<file path="src/rtl/circle_octant_rasterizer_top_macros.svh">
// ---------------------------------------------------------------------------
// Assertion macros for the circle octant rasterizer
// Implication checks sampled on the rising clock edge, disabled in reset.
// ---------------------------------------------------------------------------
`ifndef CIRCLE_OCTANT_RASTERIZER_TOP_MACROS_SVH
`define CIRCLE_OCTANT_RASTERIZER_TOP_MACROS_SVH
`ifndef SYNTH
`define COR_ASSERT_IMP(label, clk, rst_n, ante, cons) \
	label: assert property (@(posedge clk) disable iff (!rst_n) (ante) |-> (cons)) \
		else $error("%m: assertion failed");
`define COR_ASSERT_NEXT(label, clk, rst_n, ante, cons) \
	label: assert property (@(posedge clk) disable iff (!rst_n) (ante) |=> (cons)) \
		else $error("%m: assertion failed");
`else
`define COR_ASSERT_IMP(label, clk, rst_n, ante, cons)
`define COR_ASSERT_NEXT(label, clk, rst_n, ante, cons)
`endif
`endif

</file>
<file path="src/rtl/cor_pkg.sv">
`timescale 1ns / 1ps
// ---------------------------------------------------------------------------
// cor_pkg
// Shared constants, codes and types of the circle octant rasterizer.
// ---------------------------------------------------------------------------
package cor_pkg;

	localparam int COORD_WIDTH_DEF  = 10;
	localparam int RADIUS_WIDTH_DEF = 9;

	localparam int PITCH_WIDTH     = 8;
	localparam int LINES_WIDTH     = 10;
	localparam int COL_WIDTH       = PITCH_WIDTH + 3;
	localparam int CFG_DATA_WIDTH  = 10;
	localparam int CFG_INDEX_WIDTH = 1;

	localparam logic [PITCH_WIDTH-1:0] PITCH_RESET = 8'd80;
	localparam logic [LINES_WIDTH-1:0] LINES_RESET = 10'd480;

	localparam int COLOR_WIDTH     = 4;
	localparam int DOT_WIDTH       = 12;
	localparam int OFFSET_WIDTH    = 16;
	localparam int MASK_WIDTH      = 8;
	localparam int DOT_INDEX_WIDTH = 3;

	localparam logic [MASK_WIDTH-1:0]      MASK_MSB = 8'h80;
	localparam logic [DOT_INDEX_WIDTH-1:0] DOT_LAST = 3'd7;

	localparam int STEP_QUEUE_DEPTH = 2;

	typedef enum logic [CFG_INDEX_WIDTH-1:0] {
		REG_BYTES_PER_LINE = 1'b0,
		REG_VISIBLE_LINES  = 1'b1
	} cfg_reg_t;

	typedef enum logic {
		FUNC_START = 1'b0,
		FUNC_STEP  = 1'b1
	} func_t;

	typedef enum logic [2:0] {
		FS_IDLE,
		FS_MUL,
		FS_DIFF,
		FS_ROOT,
		FS_PUSH
	} front_state_t;

endpackage

</file>
<file path="src/rtl/circle_octant_rasterizer_top.sv">
`timescale 1ns / 1ps
// ---------------------------------------------------------------------------
// circle_octant_rasterizer_top
// Eight-way symmetric circle rasterizer: one arc step per item, eight dots
// per step with planar byte offset, bit mask and colour.
// ---------------------------------------------------------------------------
//  channel   handshake          beat contents
//  input     push / full        func, center_x, center_y, radius, color
//  result    pop / empty        dot_x, dot_y, on_screen, byte_offset,
//                               bit_mask, dot_color, last_of_step, circle_done
//  config    cfg_we             cfg_index, cfg_data
//
//  After a step item is taken, full stays high through the squares, the
//  difference, the root bit by bit and the queueing of the step; no new
//  item is taken until the step is queued.
//  A full step queue holds the front; the dot side drains a step while
//  results are popped, overlapping the next root. An idle advance is dropped.
//  Reset is asynchronous; no clearing pass follows it.
// ---------------------------------------------------------------------------
module circle_octant_rasterizer_top #(
	parameter int COORD_WIDTH  = cor_pkg::COORD_WIDTH_DEF,
	parameter int RADIUS_WIDTH = cor_pkg::RADIUS_WIDTH_DEF
) (
	input  logic clk,
	input  logic arst_n,
	input  logic push,
	output logic full,
	input  logic func,
	input  logic [COORD_WIDTH-1:0]  center_x,
	input  logic [COORD_WIDTH-1:0]  center_y,
	input  logic [RADIUS_WIDTH-1:0] radius,
	input  logic [cor_pkg::COLOR_WIDTH-1:0] color,
	output logic empty,
	input  logic pop,
	output logic signed [cor_pkg::DOT_WIDTH-1:0] dot_x,
	output logic signed [cor_pkg::DOT_WIDTH-1:0] dot_y,
	output logic on_screen,
	output logic [cor_pkg::OFFSET_WIDTH-1:0] byte_offset,
	output logic [cor_pkg::MASK_WIDTH-1:0]   bit_mask,
	output logic [cor_pkg::COLOR_WIDTH-1:0]  dot_color,
	output logic last_of_step,
	output logic circle_done,
	input  logic cfg_we,
	input  logic [cor_pkg::CFG_INDEX_WIDTH-1:0] cfg_index,
	input  logic [cor_pkg::CFG_DATA_WIDTH-1:0]  cfg_data
);

	localparam int STEP_WIDTH = 2 * COORD_WIDTH + 2 * RADIUS_WIDTH + cor_pkg::COLOR_WIDTH + 1;

	logic [cor_pkg::PITCH_WIDTH-1:0] bytes_per_line_q;
	logic [cor_pkg::LINES_WIDTH-1:0] visible_lines_q;

	logic                  sq_push, sq_full, sq_valid, sq_pop;
	logic [STEP_WIDTH-1:0] sq_wr_data, sq_rd_data;

	always_ff @(posedge clk or negedge arst_n) begin
		if (!arst_n) begin
			bytes_per_line_q <= cor_pkg::PITCH_RESET;
			visible_lines_q  <= cor_pkg::LINES_RESET;
		end else if (cfg_we) begin
			unique case (cor_pkg::cfg_reg_t'(cfg_index))
				cor_pkg::REG_BYTES_PER_LINE:
					bytes_per_line_q <= cfg_data[cor_pkg::PITCH_WIDTH-1:0];
				cor_pkg::REG_VISIBLE_LINES:
					visible_lines_q <= cfg_data[cor_pkg::LINES_WIDTH-1:0];
			endcase
		end
	end

	cor_front #(
		.COORD_WIDTH  (COORD_WIDTH),
		.RADIUS_WIDTH (RADIUS_WIDTH)
	) u_front (
		.clk       (clk),
		.arst_n    (arst_n),
		.push      (push),
		.full      (full),
		.func      (func),
		.center_x  (center_x),
		.center_y  (center_y),
		.radius    (radius),
		.color     (color),
		.step_push (sq_push),
		.step_full (sq_full),
		.step_data (sq_wr_data)
	);

	cor_step_queue #(
		.WIDTH (STEP_WIDTH),
		.DEPTH (cor_pkg::STEP_QUEUE_DEPTH)
	) u_queue (
		.clk     (clk),
		.arst_n  (arst_n),
		.push    (sq_push),
		.full    (sq_full),
		.wr_data (sq_wr_data),
		.valid   (sq_valid),
		.pop     (sq_pop),
		.rd_data (sq_rd_data)
	);

	cor_back #(
		.COORD_WIDTH  (COORD_WIDTH),
		.RADIUS_WIDTH (RADIUS_WIDTH)
	) u_back (
		.clk            (clk),
		.arst_n         (arst_n),
		.step_valid     (sq_valid),
		.step_pop       (sq_pop),
		.step_data      (sq_rd_data),
		.bytes_per_line (bytes_per_line_q),
		.visible_lines  (visible_lines_q),
		.empty          (empty),
		.pop            (pop),
		.dot_x          (dot_x),
		.dot_y          (dot_y),
		.on_screen      (on_screen),
		.byte_offset    (byte_offset),
		.bit_mask       (bit_mask),
		.dot_color      (dot_color),
		.last_of_step   (last_of_step),
		.circle_done    (circle_done)
	);

endmodule

</file>
<file path="src/rtl/cor_front.sv">
`timescale 1ns / 1ps
// ---------------------------------------------------------------------------
// cor_front
// Accepts items, keeps the circle state and works out the next minor axis
// with a digit-by-digit square root, then queues one step descriptor.
// ---------------------------------------------------------------------------
`include "circle_octant_rasterizer_top_macros.svh"

module cor_front #(
	parameter int COORD_WIDTH  = cor_pkg::COORD_WIDTH_DEF,
	parameter int RADIUS_WIDTH = cor_pkg::RADIUS_WIDTH_DEF
) (
	input  logic                     clk,
	input  logic                     arst_n,
	input  logic                     push,
	output logic                     full,
	input  logic                     func,
	input  logic [COORD_WIDTH-1:0]   center_x,
	input  logic [COORD_WIDTH-1:0]   center_y,
	input  logic [RADIUS_WIDTH-1:0]  radius,
	input  logic [cor_pkg::COLOR_WIDTH-1:0] color,
	output logic                     step_push,
	input  logic                     step_full,
	output logic [2*COORD_WIDTH+2*RADIUS_WIDTH+cor_pkg::COLOR_WIDTH:0] step_data
);

	localparam int SQ_WIDTH    = 2 * RADIUS_WIDTH;
	localparam int RAD_WIDTH   = SQ_WIDTH + 2;
	localparam int ROOT_WIDTH  = RADIUS_WIDTH + 1;
	localparam int REM_WIDTH   = RADIUS_WIDTH + 2;
	localparam int TRIAL_WIDTH = REM_WIDTH + 2;
	localparam int ITER_WIDTH  = $clog2(ROOT_WIDTH);
	localparam logic [ITER_WIDTH-1:0] ITER_LAST = ITER_WIDTH'(ROOT_WIDTH - 1);

	cor_pkg::front_state_t state_q, state_d;
	logic active_q;

	logic [COORD_WIDTH-1:0]  cx_q, cy_q;
	logic [RADIUS_WIDTH-1:0] r_q, major_q, minor_q;
	logic [cor_pkg::COLOR_WIDTH-1:0] color_q;
	logic [SQ_WIDTH-1:0]     rr_q, aa_q;
	logic [RAD_WIDTH-1:0]    rad_q;
	logic [REM_WIDTH-1:0]    rem_q;
	logic [ROOT_WIDTH-1:0]   root_q;
	logic [ITER_WIDTH-1:0]   iter_q;

	logic                    accept;
	logic                    start;
	logic [RADIUS_WIDTH-1:0] na;
	logic [TRIAL_WIDTH-1:0]  rem_sh, trial, rem_sub;
	logic                    fits;
	logic [ROOT_WIDTH:0]     root_inc;
	logic [ROOT_WIDTH-1:0]   nb_full;
	logic                    step_done;

	assign accept = push && !full;
	assign start  = (func == cor_pkg::FUNC_START);
	assign na     = RADIUS_WIDTH'(major_q + 1'b1);

	// one root bit per cycle: bring down two radicand bits, try 4*root+1
	assign rem_sh  = {rem_q, rad_q[RAD_WIDTH-1 -: 2]};
	assign trial   = {{(TRIAL_WIDTH-ROOT_WIDTH-2){1'b0}}, root_q, 2'b01};
	assign fits    = (rem_sh >= trial);
	assign rem_sub = rem_sh - trial;

	// root_q is floor(sqrt(4N)); the rounded root is root_q plus one, halved
	assign root_inc  = {1'b0, root_q} + 1'b1;
	assign nb_full   = root_inc[ROOT_WIDTH:1];
	assign step_done = ({1'b0, na} > nb_full);

	assign step_data = {cx_q, cy_q, major_q, minor_q, color_q, step_done};

	always_comb begin
		state_d = state_q;
		unique case (state_q)
			cor_pkg::FS_IDLE: begin
				if (accept && (start || active_q)) begin
					state_d = cor_pkg::FS_MUL;
				end
			end
			cor_pkg::FS_MUL:  state_d = cor_pkg::FS_DIFF;
			cor_pkg::FS_DIFF: state_d = cor_pkg::FS_ROOT;
			cor_pkg::FS_ROOT: begin
				if (iter_q == ITER_LAST) begin
					state_d = cor_pkg::FS_PUSH;
				end
			end
			cor_pkg::FS_PUSH: begin
				if (!step_full) begin
					state_d = cor_pkg::FS_IDLE;
				end
			end
			default: state_d = cor_pkg::FS_IDLE;
		endcase
	end

	always_comb begin
		full      = (state_q != cor_pkg::FS_IDLE);
		step_push = (state_q == cor_pkg::FS_PUSH) && !step_full;
	end

	always_ff @(posedge clk or negedge arst_n) begin
		if (!arst_n) begin
			state_q  <= cor_pkg::FS_IDLE;
			active_q <= 1'b0;
		end else begin
			state_q <= state_d;
			if (accept && start) begin
				active_q <= 1'b1;
			end else if (step_push && step_done) begin
				active_q <= 1'b0;
			end
		end
	end

	always_ff @(posedge clk) begin
		if (accept && start) begin
			cx_q    <= center_x;
			cy_q    <= center_y;
			r_q     <= radius;
			color_q <= color;
			major_q <= '0;
			minor_q <= radius;
		end
		if (state_q == cor_pkg::FS_MUL) begin
			rr_q <= SQ_WIDTH'(r_q) * SQ_WIDTH'(r_q);
			aa_q <= SQ_WIDTH'(na) * SQ_WIDTH'(na);
		end
		if (state_q == cor_pkg::FS_DIFF) begin
			// clamp a negative radicand to zero
			rad_q  <= (rr_q > aa_q) ? {rr_q - aa_q, 2'b00} : '0;
			rem_q  <= '0;
			root_q <= '0;
			iter_q <= '0;
		end
		if (state_q == cor_pkg::FS_ROOT) begin
			rad_q  <= {rad_q[RAD_WIDTH-3:0], 2'b00};
			rem_q  <= fits ? rem_sub[REM_WIDTH-1:0] : rem_sh[REM_WIDTH-1:0];
			root_q <= {root_q[ROOT_WIDTH-2:0], fits};
			iter_q <= iter_q + 1'b1;
		end
		if (step_push) begin
			major_q <= na;
			minor_q <= nb_full[RADIUS_WIDTH-1:0];
		end
	end

	`COR_ASSERT_NEXT(a_root_starts_clean, clk, arst_n, state_q == cor_pkg::FS_DIFF, state_q == cor_pkg::FS_ROOT && iter_q == '0)
	`COR_ASSERT_NEXT(a_done_ends_circle, clk, arst_n, step_push && step_done, !active_q)

endmodule

</file>
<file path="src/rtl/cor_step_queue.sv">
`timescale 1ns / 1ps
// ---------------------------------------------------------------------------
// cor_step_queue
// Short first-in first-out queue of step descriptors between the halves.
// ---------------------------------------------------------------------------
`include "circle_octant_rasterizer_top_macros.svh"

module cor_step_queue #(
	parameter int WIDTH = 8,
	parameter int DEPTH = cor_pkg::STEP_QUEUE_DEPTH
) (
	input  logic             clk,
	input  logic             arst_n,
	input  logic             push,
	output logic             full,
	input  logic [WIDTH-1:0] wr_data,
	output logic             valid,
	input  logic             pop,
	output logic [WIDTH-1:0] rd_data
);

	localparam int PTR_WIDTH = (DEPTH > 1) ? $clog2(DEPTH) : 1;
	localparam int CNT_WIDTH = $clog2(DEPTH + 1);
	localparam logic [PTR_WIDTH-1:0] PTR_LAST = PTR_WIDTH'(DEPTH - 1);
	localparam logic [CNT_WIDTH-1:0] CNT_FULL = CNT_WIDTH'(DEPTH);

	logic [WIDTH-1:0]     entry_q [DEPTH];
	logic [PTR_WIDTH-1:0] wr_ptr_q, rd_ptr_q;
	logic [CNT_WIDTH-1:0] count_q;
	logic                 do_push, do_pop;

	assign full    = (count_q == CNT_FULL);
	assign valid   = (count_q != '0);
	assign do_push = push && !full;
	assign do_pop  = pop && valid;
	assign rd_data = entry_q[rd_ptr_q];

	always_ff @(posedge clk or negedge arst_n) begin
		if (!arst_n) begin
			wr_ptr_q <= '0;
			rd_ptr_q <= '0;
			count_q  <= '0;
		end else begin
			if (do_push) begin
				wr_ptr_q <= (wr_ptr_q == PTR_LAST) ? '0 : wr_ptr_q + 1'b1;
			end
			if (do_pop) begin
				rd_ptr_q <= (rd_ptr_q == PTR_LAST) ? '0 : rd_ptr_q + 1'b1;
			end
			if (do_push && !do_pop) begin
				count_q <= count_q + 1'b1;
			end else if (do_pop && !do_push) begin
				count_q <= count_q - 1'b1;
			end
		end
	end

	always_ff @(posedge clk) begin
		if (do_push) begin
			entry_q[wr_ptr_q] <= wr_data;
		end
	end

	`COR_ASSERT_IMP(a_count_bounded, clk, arst_n, 1'b1, count_q <= CNT_FULL)

endmodule

</file>
<file path="src/rtl/cor_back.sv">
`timescale 1ns / 1ps
// ---------------------------------------------------------------------------
// cor_back
// Expands one step descriptor into its eight symmetric dots, with display address
// and bit mask, into the result register, one a cycle while it is free or popped.
// ---------------------------------------------------------------------------
`include "circle_octant_rasterizer_top_macros.svh"

module cor_back #(
	parameter int COORD_WIDTH  = cor_pkg::COORD_WIDTH_DEF,
	parameter int RADIUS_WIDTH = cor_pkg::RADIUS_WIDTH_DEF
) (
	input  logic clk,
	input  logic arst_n,
	input  logic step_valid,
	output logic step_pop,
	input  logic [2*COORD_WIDTH+2*RADIUS_WIDTH+cor_pkg::COLOR_WIDTH:0] step_data,
	input  logic [cor_pkg::PITCH_WIDTH-1:0] bytes_per_line,
	input  logic [cor_pkg::LINES_WIDTH-1:0] visible_lines,
	output logic empty,
	input  logic pop,
	output logic signed [cor_pkg::DOT_WIDTH-1:0] dot_x,
	output logic signed [cor_pkg::DOT_WIDTH-1:0] dot_y,
	output logic on_screen,
	output logic [cor_pkg::OFFSET_WIDTH-1:0] byte_offset,
	output logic [cor_pkg::MASK_WIDTH-1:0]   bit_mask,
	output logic [cor_pkg::COLOR_WIDTH-1:0]  dot_color,
	output logic last_of_step,
	output logic circle_done
);

	localparam int EXT_WIDTH = ((COORD_WIDTH > RADIUS_WIDTH) ? COORD_WIDTH : RADIUS_WIDTH) + 2;
	localparam int CMP_WIDTH = EXT_WIDTH + cor_pkg::COL_WIDTH;
	localparam int SGN_WIDTH = EXT_WIDTH + cor_pkg::DOT_WIDTH;
	localparam int PROD_WIDTH = cor_pkg::LINES_WIDTH + cor_pkg::PITCH_WIDTH;

	logic [COORD_WIDTH-1:0]  cx, cy;
	logic [RADIUS_WIDTH-1:0] a, b, u, v;
	logic [cor_pkg::COLOR_WIDTH-1:0] col;
	logic                    done;

	logic [cor_pkg::DOT_INDEX_WIDTH-1:0] k_q;
	logic                    out_valid_q;
	logic                    load;

	logic [EXT_WIDTH-1:0]    cx_e, cy_e, u_e, v_e, x, y;
	logic [CMP_WIDTH-1:0]    x_z, y_z;
	logic [SGN_WIDTH-1:0]    x_s, y_s;
	logic [cor_pkg::COL_WIDTH-1:0] cols;
	logic                    on;
	logic [PROD_WIDTH-1:0]   prod;
	logic [cor_pkg::OFFSET_WIDTH-1:0] offset;
	logic [cor_pkg::MASK_WIDTH-1:0]   mask;

	assign {cx, cy, a, b, col, done} = step_data;

	// dot k: bit 2 swaps the axes, bit 0 mirrors x, bit 1 picks the lower half
	assign u    = k_q[2] ? b : a;
	assign v    = k_q[2] ? a : b;
	assign cx_e = EXT_WIDTH'(cx);
	assign cy_e = EXT_WIDTH'(cy);
	assign u_e  = EXT_WIDTH'(u);
	assign v_e  = EXT_WIDTH'(v);
	assign x    = k_q[0] ? cx_e - u_e : cx_e + u_e;
	assign y    = k_q[1] ? cy_e + v_e : cy_e - v_e;

	assign x_z  = {{cor_pkg::COL_WIDTH{1'b0}}, x};
	assign y_z  = {{cor_pkg::COL_WIDTH{1'b0}}, y};
	assign x_s  = {{cor_pkg::DOT_WIDTH{x[EXT_WIDTH-1]}}, x};
	assign y_s  = {{cor_pkg::DOT_WIDTH{y[EXT_WIDTH-1]}}, y};
	assign cols = {bytes_per_line, 3'b000};

	assign on = !x[EXT_WIDTH-1] && !y[EXT_WIDTH-1]
		&& (x_z < CMP_WIDTH'(cols)) && (y_z < CMP_WIDTH'(visible_lines));

	assign prod   = y_z[cor_pkg::LINES_WIDTH-1:0] * PROD_WIDTH'(bytes_per_line);
	assign offset = prod[cor_pkg::OFFSET_WIDTH-1:0]
		+ cor_pkg::OFFSET_WIDTH'(x_z[cor_pkg::COL_WIDTH-1:3]);
	assign mask   = cor_pkg::MASK_MSB >> x_z[2:0];

	assign load     = step_valid && (!out_valid_q || pop);
	assign step_pop = load && (k_q == cor_pkg::DOT_LAST);
	assign empty    = !out_valid_q;

	always_ff @(posedge clk or negedge arst_n) begin
		if (!arst_n) begin
			k_q         <= '0;
			out_valid_q <= 1'b0;
		end else begin
			if (load) begin
				k_q         <= k_q + 1'b1;
				out_valid_q <= 1'b1;
			end else if (pop) begin
				out_valid_q <= 1'b0;
			end
		end
	end

	always_ff @(posedge clk) begin
		if (load) begin
			dot_x        <= x_s[cor_pkg::DOT_WIDTH-1:0];
			dot_y        <= y_s[cor_pkg::DOT_WIDTH-1:0];
			on_screen    <= on;
			// zero address and mask off screen
			byte_offset  <= on ? offset : '0;
			bit_mask     <= on ? mask : '0;
			dot_color    <= col;
			last_of_step <= (k_q == cor_pkg::DOT_LAST);
			circle_done  <= done;
		end
	end

	`COR_ASSERT_IMP(a_step_held_mid_way, clk, arst_n, k_q != '0, step_valid)

endmodule
</file>
<file path="config.mk">
export PLATFORM = sky130hd
export DESIGN_NAME = circle_octant_rasterizer_top
export DESIGN_NICKNAME = d
export VERILOG_FILES = /design/src/rtl/cor_pkg.sv /design/src/rtl/circle_octant_rasterizer_top.sv /design/src/rtl/cor_front.sv /design/src/rtl/cor_step_queue.sv /design/src/rtl/cor_back.sv
export VERILOG_INCLUDE_DIRS = /design/src /design/src/rtl
export SDC_FILE = /design/constraint.sdc
export NUM_CORES = 1
export LEC_CHECK = 0
export BUFFER_PORTS_ARGS = -buffer_cell sky130_fd_sc_hd__buf_2
export CAP_MARGIN = 20
export CORE_MARGIN = 2
export CORE_UTILIZATION = 60
export CTS_CLUSTER_DIAMETER = 50
export CTS_CLUSTER_SIZE = 30
export DETAILED_ROUTE_END_ITERATION = 10
export PLACE_DENSITY = 0.86
export SLEW_MARGIN = 10
export SYNTH_ARGS = -nofsm -noshare
export SYNTH_HDL_FRONTEND = slang
export SYNTH_SLANG_ARGS = --single-unit
</file>
<file path="constraint.sdc">
create_clock -name clk -period 9.3 [get_ports clk]
set_input_delay 1.86 -clock clk [delete_from_list [all_inputs] [get_ports clk]]
set_output_delay 1.86 -clock clk [all_outputs]
set_load 0.01 [all_outputs]
</file>
# Yosys cells after proc, flatten, opt, wreduce, memory -nomap -nowiden
# Memories as Yosys holds them, arrays and structs flattened.
# Index checks and enable logic that the tools add are counted.
[word_totals] mem_bits_rw=86 mem_count=1 out_inout_bits=57 regBits=217 word_cells=133 in_bits=50
[op_classes] muxes=32 n_eq_ne=10 order_cmp=5 n_shift=1 n_reduce_logical=34 bitwise=2 addsub=15 mul=3
[mem_list] memory="u_queue.entry_q" depth=2 width=43 rd=1 rd_ports_with_merged_regs=0 wr=1 line="cor_step_queue.sv:27" text="logic [WIDTH-1:0] entry_q [DEPTH];"
[op_table] cell="$mux W20" n=3
[op_table] cell="$mux W9" n=6
[op_table] cell="$mul A9 B9 Y18" n=2
[op_table] cell="$mux W11" n=3
[op_table] cell="$mux W12" n=2
[op_table] cell="$add A10 B9 Y11" n=2
[op_table] cell="$sub A10 B9 Y11" n=2
[op_table] cell="$mux W10" n=2
[op_table] cell="$gt A18 B18 Y1" n=1
[op_table] cell="$sub A18 B18 Y18" n=1
[op_table] cell="$add A16 B8 Y16" n=1
[op_table] cell="$mul A10 B8 Y16" n=1
[op_table] cell="$pmux W3 S5" n=1
[op_table] cell="$logic_and A1 B1 Y1" n=14
[op_table] cell="$ge A13 B12 Y1" n=1
[op_table] cell="$lt A12 B10 Y1" n=1
[op_table] cell="$lt A12 B11 Y1" n=1
[op_table] cell="$reduce_bool A2 Y1" n=6
[op_table] cell="$add A10 B1 Y11 const B" n=1
[op_table] cell="$sub A11 B11 Y11" n=1
[op_table] cell="$gt A9 B10 Y1" n=1
[op_table] cell="$add A9 B1 Y9 const B" n=1
[op_table] cell="$mux W3" n=3
[op_table] cell="$mux W1" n=8
[op_table] cell="other kinds (22)" n=37

# Longest topological paths before layout
# Gate-level depths: netlist of run 1.
[logic_depth] depth_word=8 ltp_mapped=31 depth_no_buf=28

# Hierarchy
# A second synthesis of run 1 with hierarchy kept.
[hier_totals] cells_unflattened=2033 hier_area_um2=22155.0
[modules_own_cells] mod="cor_front" cells_per_inst=1070 instances=1 seq_area_each_um2=3943.8 area_per_inst_um2=10791.6
[modules_own_cells] mod="cor_back" cells_per_inst=771 instances=1 seq_area_each_um2=1751.7 area_per_inst_um2=7159.4
[modules_own_cells] mod="cor_step_queue" cells_per_inst=153 instances=1 seq_area_each_um2=2682.6 area_per_inst_um2=3504.6
[modules_own_cells] mod="circle_octant_rasterizer_top" cells_per_inst=39 instances=1 seq_area_each_um2=457.9 area_per_inst_um2=699.4

# Worst setup path after synthesis of run 1
# OpenSTA, ideal clock, no wires.
[synth_path] kind="register to register" startpoint="register u_queue.rd_ptr_q" endpoint="register u_back.byte_offset[14] (netlist bit) (data pin)" setup_slack_ns=2.293 n_path_buf=4 required_time_ns=9.033 setup_ns=0.267 stages_incl_launch_ff=30 t_arrival_ns=6.740 synth_period_minus_slack_ns=7.007 path_cell_list="dfrtp_1 -> buf_2 -> buf_1 -> clkbuf_1 -> mux2_2 -> ha_1 -> buf_2 -> nor3b_1 -> nor3_1 -> nor2_1 -> nor2_1 -> o21bai_1 -> a21oi_1 -> xnor2_1 -> nand2_1 -> fa_1 -> inv_1 -> fa_1 -> inv_1 -> fa_1 -> fa_1 -> inv_1 -> ha_1 -> inv_1 -> o21ai_0 -> a31oi_1 -> o21ai_0 -> o41ai_1 -> xnor2_1 -> nor2_1"
[synth_between] elab_cells_between_ends=18 classes_between="add/sub: 5; mul: 1; order compare: 2; mux: 4; reduce/logical: 5; memory: 1"
[synth_rtl] element="from (decl)" line="cor_step_queue.sv:28" text="logic [PTR_WIDTH-1:0] wr_ptr_q, rd_ptr_q;"
[synth_rtl] element="from (signal assigned)" line="cor_step_queue.sv:48" text="rd_ptr_q <= (rd_ptr_q == PTR_LAST) ? '0 : rd_ptr_q + 1'b1;"
[synth_rtl] element="$mem_v2 Z2 W43 (*)"
[synth_rtl] element="$mux W9" line="cor_back.sv:59" text="assign v = k_q[2] ? a : b;"
[synth_rtl] element="$sub A10 B9 Y11 or $add A10 B9 Y11 (tied branches)" line="cor_back.sv:65" text="assign y = k_q[1] ? cy_e + v_e : cy_e - v_e;"
[synth_rtl] element="$mux W12 (*)" line="cor_back.sv:65"
[synth_rtl] element="via u_back.y[5]" line="cor_back.sv:46" text="logic [EXT_WIDTH-1:0] cx_e, cy_e, u_e, v_e, x, y;"
[synth_rtl] element="$mul A10 B8 Y16 or $lt A12 B10 Y1 (tied branches)" line="cor_back.sv:76, cor_back.sv:74"
[synth_rtl] element="$add A16 B8 Y16 or $logic_and A1 B1 Y1 (tied branches)" line="cor_back.sv:78, cor_back.sv:74"
[synth_rtl] element="to (signal assigned)" line="cor_back.sv:105" text="byte_offset <= on ? offset : '0;"
[synth_rtl] element="to (decl)" line="cor_back.sv:25" text="output logic [cor_pkg::OFFSET_WIDTH-1:0] byte_offset,"
# The timed path passes the listed nets; every way through them passes the cells marked *.
# A chain may end at the register's enable or synchronous reset.

# Worst setup path after layout of run 1
[layout_path] startpoint="register u_queue.rd_ptr_q" endpoint="register u_back.byte_offset[15] (netlist bit) (data pin)"
# The elaborated chain is that of the path after synthesis.

==> results of run 1 <==
[registers in the layout, indices dropped and copies added (netlist names), 8 cells and up]
signal,cells
u_queue.entry_q,86
u_back.byte_offset,16
u_back.bit_mask,8
u_front.r_q,9
u_back.dot_x,12
u_front.cy_q,10
u_front.aa_q,17
u_front.rad_q,18
visible_lines_q,10
u_front.rem_q,11
u_front.rr_q,17
u_front.root_q,10
bytes_per_line_q,8
u_front.cx_q,10
u_front.major_q,9
u_front.minor_q,9
u_back.dot_y,12
[cell usage after synthesis (all sizes together), types with 3 or more instances]
| cell type | number |
|---|---|
| nand4 | 8 |
| o41ai | 4 |
| a21boi | 5 |
| nor2 | 125 |
| mux4 | 18 |
| xnor2 | 81 |
| xor2 | 25 |
| or3 | 8 |
| fa | 128 |
| edfxtp | 269 |
| nand3 | 24 |
| nor3 | 25 |
| a32o | 4 |
| a211oi | 11 |
| nor2b | 31 |
| a21oi | 61 |
| dfstp | 6 |
| o2111ai | 4 |
| o211ai | 10 |
| o21ai | 66 |
| clkbuf | 29 |
| o21a | 18 |
| o21bai | 7 |
| nor4 | 9 |
| a21o | 22 |
| and3 | 11 |
| ha | 196 |
| dfrtp | 24 |
| nand2b | 7 |
| a2111oi | 3 |
| mux2i | 17 |
| buf | 14 |
| inv | 284 |
| a31oi | 7 |
| mux2 | 37 |
| o31a | 6 |
| a22o | 11 |
| o31ai | 6 |
| and2 | 68 |
| nand2 | 123 |
| or2 | 3 |
[per-layer routing]
layer / share of wire, % / vias up / global-route usage (%)
li1: - / 6539 / -
met1: 38 / 7014 / 31.7
met4: 4.1 / 0 / 9.87
met2: 51 / 546 / 46.5
met3: 6.3 / 116 / 3.21
met5: 0 / - / 0
[path summary, 6_finish.rpt]
path                                         start                     end  slack (ns)  cells after the start
worst max-delay path              u_queue.rd_ptr_q  u_back.byte_offset[15]        1.43                     28
worst min-delay path            u_front.minor_q[7]  u_queue.entry_q[0][12]        0.41                      0
worst max register to register    u_queue.rd_ptr_q  u_back.byte_offset[15]        1.43                     28
worst min register to register  u_front.minor_q[7]  u_queue.entry_q[0][12]        0.41                      0
max in group asynchronous                   arst_n      u_front.state_q[1]        7.34                      1
min in group asynchronous                   arst_n           u_back.k_q[0]        1.37                      1
[critical path: cells and delay by family (launching register included)]
| family | cells | cell delay (ns) |
|---|---|---|
| flip-flops | 1 | 0.36 |
| adder cells (fa/ha/maj) | 6 | 2.38 |
| AND/OR/NAND/NOR | 7 | 1.15 |
| multiplexers | 2 | 0.68 |
| XOR/XNOR | 1 | 0.79 |
| AO/OA/AOI/OAI | 7 | 1.36 |
| buffers and inverters | 5 | 0.88 |
[cells by family after synthesis]
family / Yosys count / share of synthesized area, %
flops: 299 / 42.1
compound gates: 262 / 8.39
buf+inv: 327 / 5.94
fa+ha+maj: 324 / 23.9
simple gates: 453 / 10.4
mux: 72 / 4.73
xor+xnor: 107 / 4.57
[through the flow]
stage / instances / hold slack [ns] / worst slack [ns] / util [%]
2_1_floorplan: 1844 / 0.421 / 2.29 / -
3_3_place_gp: 2373 / 0.427 / 1.90 / 63.9
3_5_place_dp: 2373 / 0.429 / 1.67 / 63.9
4_1_cts: 2429 / 0.403 / 1.53 / 67.0
5_1_grt: 2431 / 0.430 / 1.01 / 67.1
6_report: 2431 / 0.412 / 1.43 / 67.1
[area by class of cell]
type	count	area [um2]
Tap cell	455	569
Sequential cell	299	8840
Multi-Input combinational cell	1218	10900
Timing Repair Buffer	119	648
Clock buffer	30	751
Inverter	284	1070
Fill cell	2376	11300
Clock inverter	26	324
==> results_tabular.tex, run 1 <==
\begin{tabular}{lr}
\hline
Metric & Value \\
\hline
\multicolumn{2}{l}{\textbf{Placement}} \\
Cell area reported after detailed placement & 0.0220 mm2 \\
Quantity of I/O buffers inserted on ports & 106 \\
Final HPWL DP & 34500 um \\
Weighted congestion reported at the end of routability-driven placement & 0.898 \\
\multicolumn{2}{l}{\textbf{Logic synthesis}} \\
Biggest area consumer among synthesized cells & sky130\_fd\_sc\_hd\_\_edfxtp\_1 \\
Syn nets & 2218 \\
Sequential-to-total area share from yosys stat & 42.1\% \\
Count of distinct cell types in the synthesized netlist & 74 \\
Post-synthesis instance area & 0.0210 mm2 \\
Most used flip-flop cell after synthesis & sky130\_fd\_sc\_hd\_\_edfxtp\_1 \\
EDFF count, synth & 269 \\
Post-synthesis register bit count & 299 \\
Share of flip-flops with an asynchronous set or reset & 10.0\% \\
Count of synthesis-stage warnings from yosys & 0 \\
Syn\_area\_per\_cell & 11.4 um2 \\
Top cells by area in the synthesized netlist & sky130\_fd\_sc\_hd\_\_edfxtp\_1, sky130\_fd\_sc\_hd\_\_fa\_1, sky130\_fd\_sc\_hd\_\_ha\_1 \\
Synthesized instance count & 1844 \\
Top-area cell type share of the netlist area & 38.5\% \\
\multicolumn{2}{l}{\textbf{Final layout}} \\
Most common library cell in the layout ignoring fill and taps & sky130\_fd\_sc\_hd\_\_inv\_1 \\
Antenna Cells & 0 \\
Final cell area excluding filler cells & 0.0231 mm2 \\
Share of layout cells above drive strength 1 & 12.8\% \\
Commonest cells after routing, fill and taps aside & sky130\_fd\_sc\_hd\_\_inv\_1, sky130\_fd\_sc\_hd\_\_edfxtp\_1, sky130\_fd\_sc\_hd\_\_ha\_1 \\
Synth-to-Final Area Change & 10.2\% \\
Fin nets & 2326 \\
\multicolumn{2}{l}{\textbf{Clock network}} \\
Clock root buffer master & sky130\_fd\_sc\_hd\_\_clkbuf\_16 \\
Post-CTS Resized & 0 \\
Total CTS buffers & 30 \\
Worst-path clk slew & 0.08 ns \\
H-tree Lvls & 1 \\
Max Root-Sink Buffers & 3 \\
CTS tree & done \\
Hold\_buf cts & 0 \\
Post-CTS repair timing setup buffer count & 0 \\
Clock latency at the later pin of the worst-skew pair & 0.60 ns \\
Sink count of the clock tree & 299 \\
\multicolumn{2}{l}{\textbf{Floorplan}} \\
Core Region & 0.0345 mm2 \\
Rows & 68 \\
Initial core utilization & 60.9\% \\
Die outline height & 191 um \\
I/O Pins & 107 \\
Die area & 0.0365 mm2 \\
Die width & 191 um \\
\multicolumn{2}{l}{\textbf{Routing}} \\
Detailed-route vias per instance & 5.85 \\
Average routed wire per standard cell & 18.6 um \\
Pre-Repair DR Iteration Count & 5 \\
Routed WL & 45100 um \\
Antenna viol nets, final & 0 \\
DRC marker count from the first detailed-route iteration & 1186 \\
Number of vias in the routed layout & 14200 \\
DRC violations left & 0 \\
\multicolumn{2}{l}{\textbf{Global routing}} \\
Total global routing track utilization & 25.8\% \\
Pin count of the biggest net entering global routing & 61 \\
Global-route wire length before repair & 74300 um \\
Sum of overflow across all layers after global routing & 0 \\
Number of antenna violations at the first check in global routing & 1 \\
Vias in the first global route & 14800 \\
\multicolumn{2}{l}{\textbf{Flow run}} \\
Count of maximum capacitance violations & 0 \\
\multicolumn{2}{l}{\textbf{Timing}} \\
Highest clock frequency the design can meet & 127 MHz \\
Max Transition Viols Final & 0 \\
Final hold viol count & 0 \\
Tmin final & 7.87 ns \\
Final clock skew & 0.0564 ns \\
Headroom to the max-slew limit & 24.9\% \\
Final count of negative-setup-slack endpoints & 0 \\
Post-route clock period utilization & 84.7\% \\
Setup TNS & 0 ns \\
Worst Tran Pin Value & 1.12 ns \\
RSZ-0062 raised after global routing & false \\
\multicolumn{2}{l}{\textbf{Critical path}} \\
Type of the setup path with the least slack & register to register \\
Crit path max-delay cell type & sky130\_fd\_sc\_hd\_\_xnor2\_1 \\
Maximum fanout encountered on the critical timing path & 45 \\
Delay of the slowest cell on the worst path & 0.79 ns \\
Most used cell, CP & sky130\_fd\_sc\_hd\_\_inv\_1 \\
Data arrival time at the worst-slack endpoint & 8.23 ns \\
Crit path capture type & register \\
Crit path required time & 9.65 ns \\
Crit start category & register \\
\multicolumn{2}{l}{\textbf{Worst hold path}} \\
HP Class & register to register \\
\multicolumn{2}{l}{\textbf{Outcome}} \\
Result of the run & complete, no violations \\
\hline
\end{tabular}
Power of run 1 is left out: the tool's default activity adds up to more than one toggle a clock period on the data nets, which glitch-free logic cannot reach.
==> inputs of run 2 (changes only) <==
- CORE_UTILIZATION: 60 -> 57
- clock period: 9.3 -> 6.3 ns (I/O delays scaled with it)
==> run 2 against run 1 <==
  * The flow now finishes with violations (setup timing)
  * Register-to-register slack lost 1.5 ns
  * Critical path type unchanged
  * Maximum frequency grew 23%
  * Count of clock-buffer cells in the layout grew 2
  * Utilization shrank 0.14 points
  * Non-clock buffer count grew 104
  * Setup slack lost 1.5 ns
  * Clock skew shrank 0.031 ns
  * Die area grew 5.2%
  * Highest routed layer unchanged
  * Final cell count grew 4.9%
==> results_tabular.tex, run 2 (synthesis results as in run 1) <==
\begin{tabular}{lr}
\hline
Metric & Value \\
\hline
\multicolumn{2}{l}{\textbf{Critical path}} \\
Critical register-to-register path endpoint & u\_back.byte\_offset[15] (unchanged) \\
Crit path capture type & register (unchanged) \\
Count of cells along the worst register-to-register path & 26 (was 28) \\
Reg2reg start & u\_queue.rd\_ptr\_q (unchanged) \\
Type of the setup path with the least slack & register to register (unchanged) \\
Crit start category & register (unchanged) \\
Crit path required time & 6.64 ns (was 9.65 ns) \\
Reg2Reg Setup Slack & -0.12 ns (was 1.43 ns) \\
Data arrival time at the worst-slack endpoint & 6.76 ns (was 8.23 ns) \\
Maximum fanout encountered on the critical timing path & 6 (was 45) \\
\multicolumn{2}{l}{\textbf{Floorplan}} \\
Rows & 70 (was 68) \\
Die outline height & 196 um (was 191 um) \\
I/O Pins & 107 (unchanged) \\
Core Region & 0.0364 mm2 (was 0.0345 mm2) \\
Initial core utilization & 57.6\% (was 60.9\%) \\
Die width & 196 um (was 191 um) \\
Die area & 0.0384 mm2 (was 0.0365 mm2) \\
\multicolumn{2}{l}{\textbf{Timing}} \\
Max Transition Viols Final & 0 (unchanged) \\
Highest clock frequency the design can meet & 156 MHz (was 127 MHz) \\
RSZ-0062 raised after global routing & true (was false) \\
Final hold viol count & 0 (unchanged) \\
Worst Tran Pin Value & 1.03 ns (was 1.12 ns) \\
Final clock skew & 0.0254 ns (was 0.0564 ns) \\
Tmin final & 6.42 ns (was 7.87 ns) \\
Post-route clock period utilization & 102\% (was 84.7\%) \\
Final count of negative-setup-slack endpoints & 4 (was 0) \\
Headroom to the max-slew limit & 31.2\% (was 24.9\%) \\
Final worst-path setup slack & -0.121 ns (was 1.43 ns) \\
\multicolumn{2}{l}{\textbf{Clock network}} \\
Total CTS buffers & 31 (was 30) \\
CTS tree & done (unchanged) \\
H-tree Lvls & 1 (unchanged) \\
Sink count of the clock tree & 299 (unchanged) \\
Clock latency at the later pin of the worst-skew pair & 0.61 ns (was 0.60 ns) \\
Worst-path clk slew & 0.08 ns (about the same) \\
Max Root-Sink Buffers & 3 (unchanged) \\
Clock root buffer master & sky130\_fd\_sc\_hd\_\_clkbuf\_16 (unchanged) \\
\multicolumn{2}{l}{\textbf{Final layout}} \\
Filler Cells Inserted & 2603 (was 2376) \\
Synth-to-Final Area Change & 16.3\% (was 10.2\%) \\
Antenna Cells & 0 (unchanged) \\
Largest register FFs & 86 (unchanged) \\
Share of layout cells above drive strength 1 & 20.3\% (was 12.8\%) \\
Final cell count without fillers & 2549 (was 2431) \\
Core occupancy in the finished layout & 67.0\% (was 67.1\%) \\
Fin nets & 2431 (was 2326) \\
Most common library cell in the layout ignoring fill and taps & sky130\_fd\_sc\_hd\_\_inv\_1 (unchanged) \\
Largest Register & u\_queue.entry\_q (unchanged) \\
Final cell area excluding filler cells & 0.0244 mm2 (was 0.0231 mm2) \\
Commonest cells after routing, fill and taps aside & sky130\_fd\_sc\_hd\_\_inv\_1, sky130\_fd\_sc\_hd\_\_edfxtp\_1, sky130\_fd\_sc\_hd\_\_ha\_1 (unchanged) \\
Largest registers & u\_queue.entry\_q: 86 flops, u\_front.rad\_q: 18 flops (unchanged) \\
\multicolumn{2}{l}{\textbf{Worst hold path}} \\
HP Class & register to register (unchanged) \\
Hold depth & 0 (unchanged) \\
Worst Hold End & u\_queue.entry\_q[0][4] (was u\_queue.entry\_q[0][12]) \\
Startpoint of the lowest-slack hold path & u\_front.color\_q[3] (was u\_front.minor\_q[7]) \\
\multicolumn{2}{l}{\textbf{Placement}} \\
Dpl cells & 2468 (was 2373) \\
Weighted congestion reported at the end of routability-driven placement & 0.921 (was 0.898) \\
Quantity of I/O buffers inserted on ports & 106 (unchanged) \\
Cell area reported after detailed placement & 0.0228 mm2 (was 0.0220 mm2) \\
Final HPWL DP & 35800 um (was 34500 um) \\
\multicolumn{2}{l}{\textbf{Global routing}} \\
Number of antenna violations at the first check in global routing & 0 (was 1) \\
Pin count of the biggest net entering global routing & 61 (unchanged) \\
Sum of overflow across all layers after global routing & 0 (unchanged) \\
Global-route wire length before repair & 75500 um (was 74300 um) \\
Total global routing track utilization & 24.9\% (was 25.8\%) \\
Vias in the first global route & 15100 (was 14800) \\
\multicolumn{2}{l}{\textbf{Routing}} \\
Detailed-route vias per instance & 5.64 (was 5.85) \\
DRC marker count from the first detailed-route iteration & 836 (was 1186) \\
DRC violations left & 0 (unchanged) \\
Number of vias in the routed layout & 14400 (was 14200) \\
Average routed wire per standard cell & 18.2 um (was 18.6 um) \\
Antenna viol nets, final & 0 (unchanged) \\
Routed WL & 46500 um (was 45100 um) \\
Pre-Repair DR Iteration Count & 5 (unchanged) \\
\multicolumn{2}{l}{\textbf{Flow run}} \\
Count of maximum capacitance violations & 0 (unchanged) \\
\multicolumn{2}{l}{\textbf{Outcome}} \\
Result of the run & finished with violations (was complete, no violations) \\
Violations in the final reports & setup timing \\
\hline
\end{tabular}
==> run 2: cell count changes in the layout (fill, tap and decap cells not counted), moves of 5 or more <==
cell / previous run / this run
sky130_fd_sc_hd__xnor2_1: 80 / 75
sky130_fd_sc_hd__a21oi_2: 0 / 6
sky130_fd_sc_hd__o21ai_2: 0 / 7
sky130_fd_sc_hd__buf_6: 0 / 7
sky130_fd_sc_hd__ha_4: 0 / 12
sky130_fd_sc_hd__a21oi_1: 60 / 54
sky130_fd_sc_hd__inv_2: 2 / 10
sky130_fd_sc_hd__o21ai_0: 56 / 47
sky130_fd_sc_hd__buf_4: 11 / 109
sky130_fd_sc_hd__inv_1: 282 / 274
sky130_fd_sc_hd__ha_1: 196 / 181
==> run 2: critical path, cell delays in order, from the launching register on <==
cell	delay [ns]
sky130_fd_sc_hd__dfrtp_2	0.40
sky130_fd_sc_hd__buf_12	0.12
sky130_fd_sc_hd__mux4_2	0.54
sky130_fd_sc_hd__buf_6	0.16
sky130_fd_sc_hd__fa_2	0.38
sky130_fd_sc_hd__nor2b_1	0.13
sky130_fd_sc_hd__o21bai_1	0.18
sky130_fd_sc_hd__a21oi_1	0.10
sky130_fd_sc_hd__o21bai_1	0.20
sky130_fd_sc_hd__a21oi_1	0.10
sky130_fd_sc_hd__o21bai_1	0.17
sky130_fd_sc_hd__nand2_1	0.12
sky130_fd_sc_hd__a221oi_2	0.27
sky130_fd_sc_hd__fa_1	0.47
sky130_fd_sc_hd__fa_1	0.48
sky130_fd_sc_hd__inv_1	0.05
sky130_fd_sc_hd__fa_1	0.47
sky130_fd_sc_hd__inv_1	0.05
sky130_fd_sc_hd__fa_1	0.49
sky130_fd_sc_hd__inv_2	0.05
sky130_fd_sc_hd__ha_4	0.22
sky130_fd_sc_hd__a21boi_2	0.16
sky130_fd_sc_hd__o211ai_1	0.26
sky130_fd_sc_hd__a21oi_2	0.14
sky130_fd_sc_hd__o31ai_2	0.24
sky130_fd_sc_hd__nand3b_1	0.14
sky130_fd_sc_hd__mux2i_1	0.07
==> run 2: worst max-delay path by stage <==
stage / depth (start not counted) / slack, ns / startpoint / to
3_3_place_gp: 27 / -0.27 / u_queue.rd_ptr_q / u_back.byte_offset[14]
3_5_place_dp: 25 / -0.43 / u_queue.rd_ptr_q / u_back.byte_offset[14]
2_1_floorplan: 27 / 0.005 / u_queue.rd_ptr_q / u_back.byte_offset[14]
4_1_cts: 28 / -0.13 / u_queue.rd_ptr_q / u_back.byte_offset[14]
6_report: 26 / -0.12 / u_queue.rd_ptr_q / u_back.byte_offset[15]
5_1_grt: 30 / -0.45 / u_queue.rd_ptr_q / u_back.byte_offset[15]
==> run 2: area by class of cell <==
type / count / area (um2) / area share, %
Clock buffer: 32 / 779 / 3.19
Inverter: 284 / 1070 / 4.37
Sequential cell: 299 / 8840 / 36.2
Tap cell: 468 / 586 / 2.40
Clock inverter: 25 / 340 / 1.39
Timing Repair Buffer: 223 / 1450 / 5.93
Multi-Input combinational cell: 1218 / 11400 / 46.5
==> run 2: per-stage QoR <==
step	TNS (ns)	hold WS, ns	worst slack (ns)
final	-0.369	0.439	-0.121
after detailed placement	-1.76	0.433	-0.426
after CTS	-0.223	0.441	-0.133
after global routing	-2.80	0.446	-0.450
after floorplan	0	0.421	0.00469
after global placement	-0.939	0.424	-0.270
==> run 2: routing by layer <==
layer / global-route usage, % / up-vias / part of all wire (%)
li1: - / 6745 / -
met1: 29.4 / 7043 / 38
met2: 45.4 / 456 / 51
met3: 3.68 / 139 / 5.8
met4: 10.7 / 0 / 4.5
met5: 0 / - / 0
==> run 2: timing repair <==
item	4_1_cts	5_1_grt
pin swaps	68	21
buffers inserted	21	2
hold buffers	0	0
resized for setup	64	11
endpoints found under the setup margin	8	10
Power of run 2 is left out for the same reason.
